**src/hw/rtl/assert_macros.svh**
```systemverilog
`ifndef ASSERT_MACROS_SVH
`define ASSERT_MACROS_SVH

// Clocked property, disabled while the asynchronous reset is asserted.
`define ASSERT_CLK(label, clk, rst_n, prop, msg) \
	label: assert property (@(posedge clk) disable iff (!rst_n) prop) \
		else $error(msg);

// Expression that must never hold outside reset.
`define ASSERT_NEVER(label, clk, rst_n, expr, msg) \
	`ASSERT_CLK(label, clk, rst_n, !(expr), msg)

`endif

```
**src/hw/rtl/mbe_pkg.sv**
```systemverilog
package mbe_pkg;

	// Field widths of the words
	localparam int C_W    = 32;
	localparam int ITER_W = 16;
	localparam int CNT_W  = 32;

	// Iteration limit after reset
	localparam logic [ITER_W-1:0] MAX_ITER_RST = 16'd1000;

	// Input word: one complex point
	typedef struct packed {
		logic signed [C_W-1:0] c_real;
		logic signed [C_W-1:0] c_imag;
	} mbe_in_t;

	// Output word: one result per point
	typedef struct packed {
		logic              escaped;
		logic [ITER_W-1:0] iterations_used;
		logic [CNT_W-1:0]  outside_count;
	} mbe_out_t;

	// Status from the iteration engine to the top level
	typedef struct packed {
		logic              busy;
		logic              done;
		logic              escaped;
		logic [ITER_W-1:0] used;
	} mbe_stat_t;

	// Iteration sequencer states
	typedef enum logic [2:0] {
		ST_IDLE,
		ST_SQR,
		ST_SQI,
		ST_CROSS,
		ST_UPDATE,
		ST_DONE
	} mbe_state_t;

endpackage

```
**src/hw/rtl/mbe_mul.sv**
```systemverilog
// Shared unsigned magnitude multiplier with registered product.
module mbe_mul #(
	parameter int MW = 34
) (
	input  logic            clk,
	input  logic [MW-1:0]   a,
	input  logic [MW-1:0]   b,
	output logic [2*MW-1:0] prod
);
	logic [2*MW-1:0] prod_q;

	// One product per cycle, available the next cycle
	always_ff @(posedge clk) begin
		prod_q <= {{MW{1'b0}}, a} * {{MW{1'b0}}, b};
	end

	assign prod = prod_q;

endmodule

```
**src/hw/rtl/mbe_iter.sv**
```systemverilog
`include "assert_macros.svh"

// Escape-time iteration engine: sequencer plus z datapath around one multiplier.
module mbe_iter #(
	parameter int FRAC_BITS = 28
) (
	input  logic                          clk,
	input  logic                          arst_n,
	input  logic                          start,
	input  mbe_pkg::mbe_in_t              point,
	input  logic [mbe_pkg::ITER_W-1:0]    limit,
	input  logic                          take,
	output mbe_pkg::mbe_stat_t            stat
);
	import mbe_pkg::*;

	// z holds up to |36| after the first update, so 6 integer bits plus sign
	localparam int ZW     = FRAC_BITS + 7;
	localparam int MW     = ZW - 1;
	localparam int PW     = 2 * MW;
	localparam int XW     = (ZW > C_W) ? ZW : C_W;
	localparam int LIM_SH = FRAC_BITS + 2;
	localparam logic [C_W:0] LIM_C = (LIM_SH < C_W + 1) ? ((C_W + 1)'(1) << LIM_SH) : '0;
	localparam logic [PW:0]  ESC_T = (PW + 1)'(1) << (2 * FRAC_BITS + 2);

	mbe_state_t state_q, state_d;

	logic signed [ZW-1:0]     zr_q, zi_q, cr_q, ci_q;
	logic [PW-1:0]            sqr_q, sqi_q;
	logic [ITER_W-1:0]        used_q, lim_q;
	logic                     esc_q, first_q;

	logic signed [C_W:0]      crx_w, cix_w;
	logic [C_W:0]             crm_w, cim_w;
	logic                     large_w;
	logic signed [XW-1:0]     crl_w, cil_w;
	logic [MW-1:0]            mr_w, mi_w, op_a, op_b;
	logic [PW-1:0]            prod;
	logic [PW:0]              mag2_w;
	logic                     hit_w, stop_w;
	logic signed [ZW:0]       nr_w, ni_w, cross_w;
	logic [MW-1:0]            cm_w;
	logic                     neg_w;

	// Large point check on the incoming word
	always_comb begin
		crx_w   = (C_W + 1)'(point.c_real);
		cix_w   = (C_W + 1)'(point.c_imag);
		crm_w   = crx_w[C_W] ? unsigned'(-crx_w) : unsigned'(crx_w);
		cim_w   = cix_w[C_W] ? unsigned'(-cix_w) : unsigned'(cix_w);
		large_w = (LIM_SH < C_W + 1) && ((crm_w >= LIM_C) || (cim_w >= LIM_C));
		crl_w   = XW'(point.c_real);
		cil_w   = XW'(point.c_imag);
	end

	// Magnitudes and multiplier operand select
	always_comb begin
		mr_w = zr_q[ZW-1] ? MW'(-zr_q) : MW'(zr_q);
		mi_w = zi_q[ZW-1] ? MW'(-zi_q) : MW'(zi_q);
		op_a = (state_q == ST_SQI) ? mi_w : mr_w;
		op_b = (state_q == ST_SQR) ? mr_w : mi_w;
	end

	mbe_mul #(.MW(MW)) u_mul (
		.clk  (clk),
		.a    (op_a),
		.b    (op_b),
		.prod (prod)
	);

	// Escape test: exact zr^2 + zi^2 against 4 (prod holds zi^2 in ST_CROSS)
	always_comb begin
		mag2_w = {1'b0, sqr_q} + {1'b0, prod};
		hit_w  = mag2_w > ESC_T;
		stop_w = !first_q && (hit_w || (used_q == lim_q));
	end

	// Update: squares truncated, cross term truncated toward zero (prod holds zr*zi)
	always_comb begin
		nr_w    = signed'({2'b00, sqr_q[FRAC_BITS +: MW]})
		        - signed'({2'b00, sqi_q[FRAC_BITS +: MW]})
		        + (ZW + 1)'(cr_q);
		cm_w    = prod[FRAC_BITS +: MW];
		neg_w   = zr_q[ZW-1] ^ zi_q[ZW-1];
		cross_w = neg_w ? -signed'({2'b00, cm_w}) : signed'({2'b00, cm_w});
		ni_w    = signed'({cross_w[ZW-1:0], 1'b0}) + (ZW + 1)'(ci_q);
	end

	// State register
	always_ff @(posedge clk or negedge arst_n) begin
		if (!arst_n) begin
			state_q <= ST_IDLE;
		end else begin
			state_q <= state_d;
		end
	end

	// Next state
	always_comb begin
		state_d = state_q;
		unique case (state_q)
			ST_IDLE: begin
				if (start) begin
					state_d = ((limit == '0) || large_w) ? ST_DONE : ST_SQR;
				end
			end
			ST_SQR:    state_d = ST_SQI;
			ST_SQI:    state_d = ST_CROSS;
			ST_CROSS:  state_d = stop_w ? ST_DONE : ST_UPDATE;
			ST_UPDATE: state_d = ST_SQR;
			ST_DONE: begin
				if (take) begin
					state_d = ST_IDLE;
				end
			end
			default:   state_d = ST_IDLE;
		endcase
	end

	// Datapath registers
	always_ff @(posedge clk) begin
		unique case (state_q)
			ST_IDLE: begin
				if (start) begin
					cr_q    <= crl_w[ZW-1:0];
					ci_q    <= cil_w[ZW-1:0];
					zr_q    <= crl_w[ZW-1:0];
					zi_q    <= cil_w[ZW-1:0];
					lim_q   <= limit;
					first_q <= 1'b1;
					esc_q   <= (limit != '0) && large_w;
					used_q  <= ((limit != '0) && large_w) ? ITER_W'(1) : '0;
				end
			end
			ST_SQI: begin
				sqr_q <= prod;
			end
			ST_CROSS: begin
				sqi_q <= prod;
				esc_q <= !first_q && hit_w;
			end
			ST_UPDATE: begin
				zr_q    <= nr_w[ZW-1:0];
				zi_q    <= ni_w[ZW-1:0];
				used_q  <= used_q + ITER_W'(1);
				first_q <= 1'b0;
			end
			default: ;
		endcase
	end

	assign stat.busy    = (state_q != ST_IDLE);
	assign stat.done    = (state_q == ST_DONE);
	assign stat.escaped = esc_q;
	assign stat.used    = used_q;

	`ASSERT_CLK(a_used_in_limit, clk, arst_n, (state_q != ST_IDLE) |-> (used_q <= lim_q), "iteration count past limit")
	`ASSERT_CLK(a_inside_at_limit, clk, arst_n, (state_q == ST_DONE && !esc_q) |-> (used_q == lim_q), "inside point finished early")
	`ASSERT_NEVER(a_escape_nonzero, clk, arst_n, (state_q == ST_DONE) && esc_q && (used_q == '0), "escape with no iteration")

endmodule

```
**config.mk**
```make
export PLATFORM = sky130hd
export DESIGN_NAME = mbe_iter
export DESIGN_NICKNAME = d
export VERILOG_FILES = /design/src/hw/rtl/mbe_pkg.sv /design/src/hw/rtl/mbe_mul.sv /design/src/hw/rtl/mbe_iter.sv
export VERILOG_INCLUDE_DIRS = /design/src /design/src/hw/rtl
export SDC_FILE = /design/constraint.sdc
export NUM_CORES = 2
export LEC_CHECK = 0
export BUFFER_PORTS_ARGS = -buffer_cell sky130_fd_sc_hd__buf_2
export CORE_ASPECT_RATIO = 1.5
export CORE_MARGIN = 2
export CORE_UTILIZATION = 67
export DETAILED_ROUTE_END_ITERATION = 6
export PLACE_DENSITY = 0.88
export SYNTH_ARGS = -nofsm -noshare
export SYNTH_HDL_FRONTEND = slang
export SYNTH_SLANG_ARGS = --single-unit
```
**constraint.sdc**
```tcl
create_clock -name clk -period 16.1 [get_ports clk]
set_clock_uncertainty 0.2 [all_clocks]
set_input_delay 1.61 -clock clk [delete_from_list [all_inputs] [get_ports clk]]
set_output_delay 1.61 -clock clk [all_outputs]
set_load 0.01 [all_outputs]
```
==> metrics.yaml <==
grtUsageTotal_pct: 46.8
path_common_cell: "fa_1"
first_iter_violations: 5351
rows: 133
clock.fmax_mhz: 77.2
worstMarginPinSlew_ps: 1290
final_common_cell: "inv_1"
gp_congestion: 1.05
ys_seq_area_share_pct: 16.1
totalWireLength_mm: 207
worstPathArrival_ps: 13320
rsz0062_at_grt: "false"
yosysWarnings: 0
die-area_sq_mm: 0.0911
grt_pass1_vias: 53000
wire_per_inst_um: 26.8
min-delay-path-class: "reg -> reg"
async_flop_share_pct: 0.880
grt_overflow: 0
slew_headroom_pct: 12.9
area_delta_synth_final_pct: 4.78
route.vias.total: 49800
fin_setup_tns_ps: 0
synth_area_sq_mm: 0.0594
grt_pass1_wl_mm: 313
postRouteAntennaNets: 0
die_w_um: 247
dp_hpwl_mm: 158
cts-htree-levels: 1
layout.cells.non_filler: 7733
core_area_sq_mm: 0.0877
numPortBuffers: 102
synth_edf_count: 270
critPathMaxStageDelay_ps: 970
dp.cells: 7672
cts-resized-gates: 0
worst_slack_ps: 3140
start_util_pct: 67.8
period_share_pct: 80.5
die_height_um: 369
drv_slew: 0
clock_path_buffers: 3
path_class: "reg -> reg"
startpoint_type: "flop"
ys_ff_latch: 341
register_area_sq_mm: 0.00954
cts_hold_buf: 0
synthCells: 6622
drcViolationCount: 4
post-cts-setup-buffers: 0
antenna_found_initial: 15
synth_ff_type: "edfxtp_1"
fillers: 6555
via_per_inst: 6.45
cp_max_fo: 13
synth.avg_cell_area_sq_um: 8.97
cts-root-buf: "clkbuf_16"
multi_input_area_sq_mm: 0.0443
endpoint_kind: "flop"
clkSinkCount: 341
dp_slack_ps: 3630
max_cap_viol_count: 0
final_cell_mix: "inv_1, fa_1, nand2_1"
period_needed_ps: 12960
cp.required_ps: 16450
ys_types: 93
setup_viol: 0
drt_first_pass_iters: 7
io-pin-count: 103
grt_max_degree: 76
synth.net_count: 8188
rrSetupSlack_ps: 3140
status: "complete, but fails checks"
worst_path_max_delay_cell: "a211oi_1"
numCtsBuffers: 29
cts_tree: "done"
clkSlewWorstSetupHoldPaths_ps: 80
violations: "design-rule violations"
hold_violations: 0
drive_above_1_share_pct: 5.72
fin_nets: 8122
insertion_delay_ps: 620
==> worst paths after layout <==
| kind | depth (start not counted) | to | startpoint |
|---|---|---|---|
| worst max-delay path | 36 | u_mul.prod[66]$_DFF_P_ | zr_q[2]$_DFFE_PP_ |
| worst min-delay path | 0 | sqr_q[2]$_DFFE_PP_ | u_mul.prod[2]$_DFF_P_ |
| worst max register to register | 36 | u_mul.prod[66]$_DFF_P_ | zr_q[2]$_DFFE_PP_ |
| worst min register to register | 0 | sqr_q[2]$_DFFE_PP_ | u_mul.prod[2]$_DFF_P_ |
| max in group asynchronous | 1 | state_q[0]$_DFFE_PN0P_ | arst_n |
| min in group asynchronous | 1 | state_q[1]$_DFFE_PN0P_ | arst_n |
==> layout make-up <==
class                   count  area share (%)
clock buffers              31            1.19
repair buffers            182            1.78
well taps                1147            2.30
diodes                      7          0.0281
multi-input cells        4698            71.1
clock inverters            23           0.422
flip-flops and latches    341            15.3
inverters                1304            7.87
==> cell families (layout without fill, tap and decap cells) <==
kind of cell / count (synthesis) / after routing / share of synthesized area [%]
simple gates: 2016 / 2016 / 14.7
buf+inv: 1583 / 1540 / 10.2
fa+ha+maj: 1482 / 1482 / 44.5
compound gates: 837 / 837 / 8.96
flops: 341 / 341 / 16.1
xor+xnor: 280 / 280 / 4.15
mux: 83 / 83 / 1.46
other cells: 0 / 7 / 0
==> per-layer routing <==
layer / vias to the layer above / routed length [um] / track usage (%)
met1: 24300 / 64200 / 51.9
met5: - / 116 / 0
met2: 3615 / 94100 / 73.1
li1: 20600 / - / -
met3: 1238 / 25400 / 14.7
met4: 16 / 23300 / 39.9
==> metrics by stage <==
step / hold WS (ps) / utilization, % / instance area [sq um]
floorplan: 212 / - / 59400
global placement: 222 / 69.8 / 61200
detailed placement: 228 / 69.8 / 61200
CTS: 248 / 71.0 / 62300
global route: 262 / 71.0 / 62300
finish: 242 / 71.0 / 62300
==> state kept, by name, summed over array words and instances (netlist names) <==
signal / count
first_q: 1
zi_q: 35
ci_q: 32
used_q: 16
cr_q: 32
esc_q: 1
state_q: 3
sqi_q: 34
lim_q: 16
sqr_q: 68
zr_q: 35
u_mul.prod: 68
==> critical path, delay by kind of cell, from the launching register on <==
kind | cells | cell delay (ps)
fa+ha+maj | 9 | 4560
compound gates | 5 | 2300
buf+inv | 3 | 590
simple gates | 17 | 4290
flops | 1 | 460
xor+xnor | 2 | 520
==> Yosys cell counts, drive strengths merged, types with 28 or more instances <==
cell type,instances,area (sq um)
nand4,56,350
and2,70,438
dfxtp,68,1360
ha,426,5330
fa,1056,21100
or3,36,240
inv,1303,4890
a21o,102,767
mux2i,55,551
o31ai,47,372
nor3,59,295
xor2,163,1440
o21a,36,278
edfxtp,270,8110
xnor2,117,1020
nand3,57,285
nand2,1056,3970
a31oi,34,213
a21oi,231,1160
buf,41,243
o21ai,217,1110
nor2,505,1920
clkbuf,238,896
nand2b,31,196
mux2,28,315
nor4,37,246
Power is not shown: default switching activity piles up to over one toggle a cycle in this logic, so the estimate is an artifact.
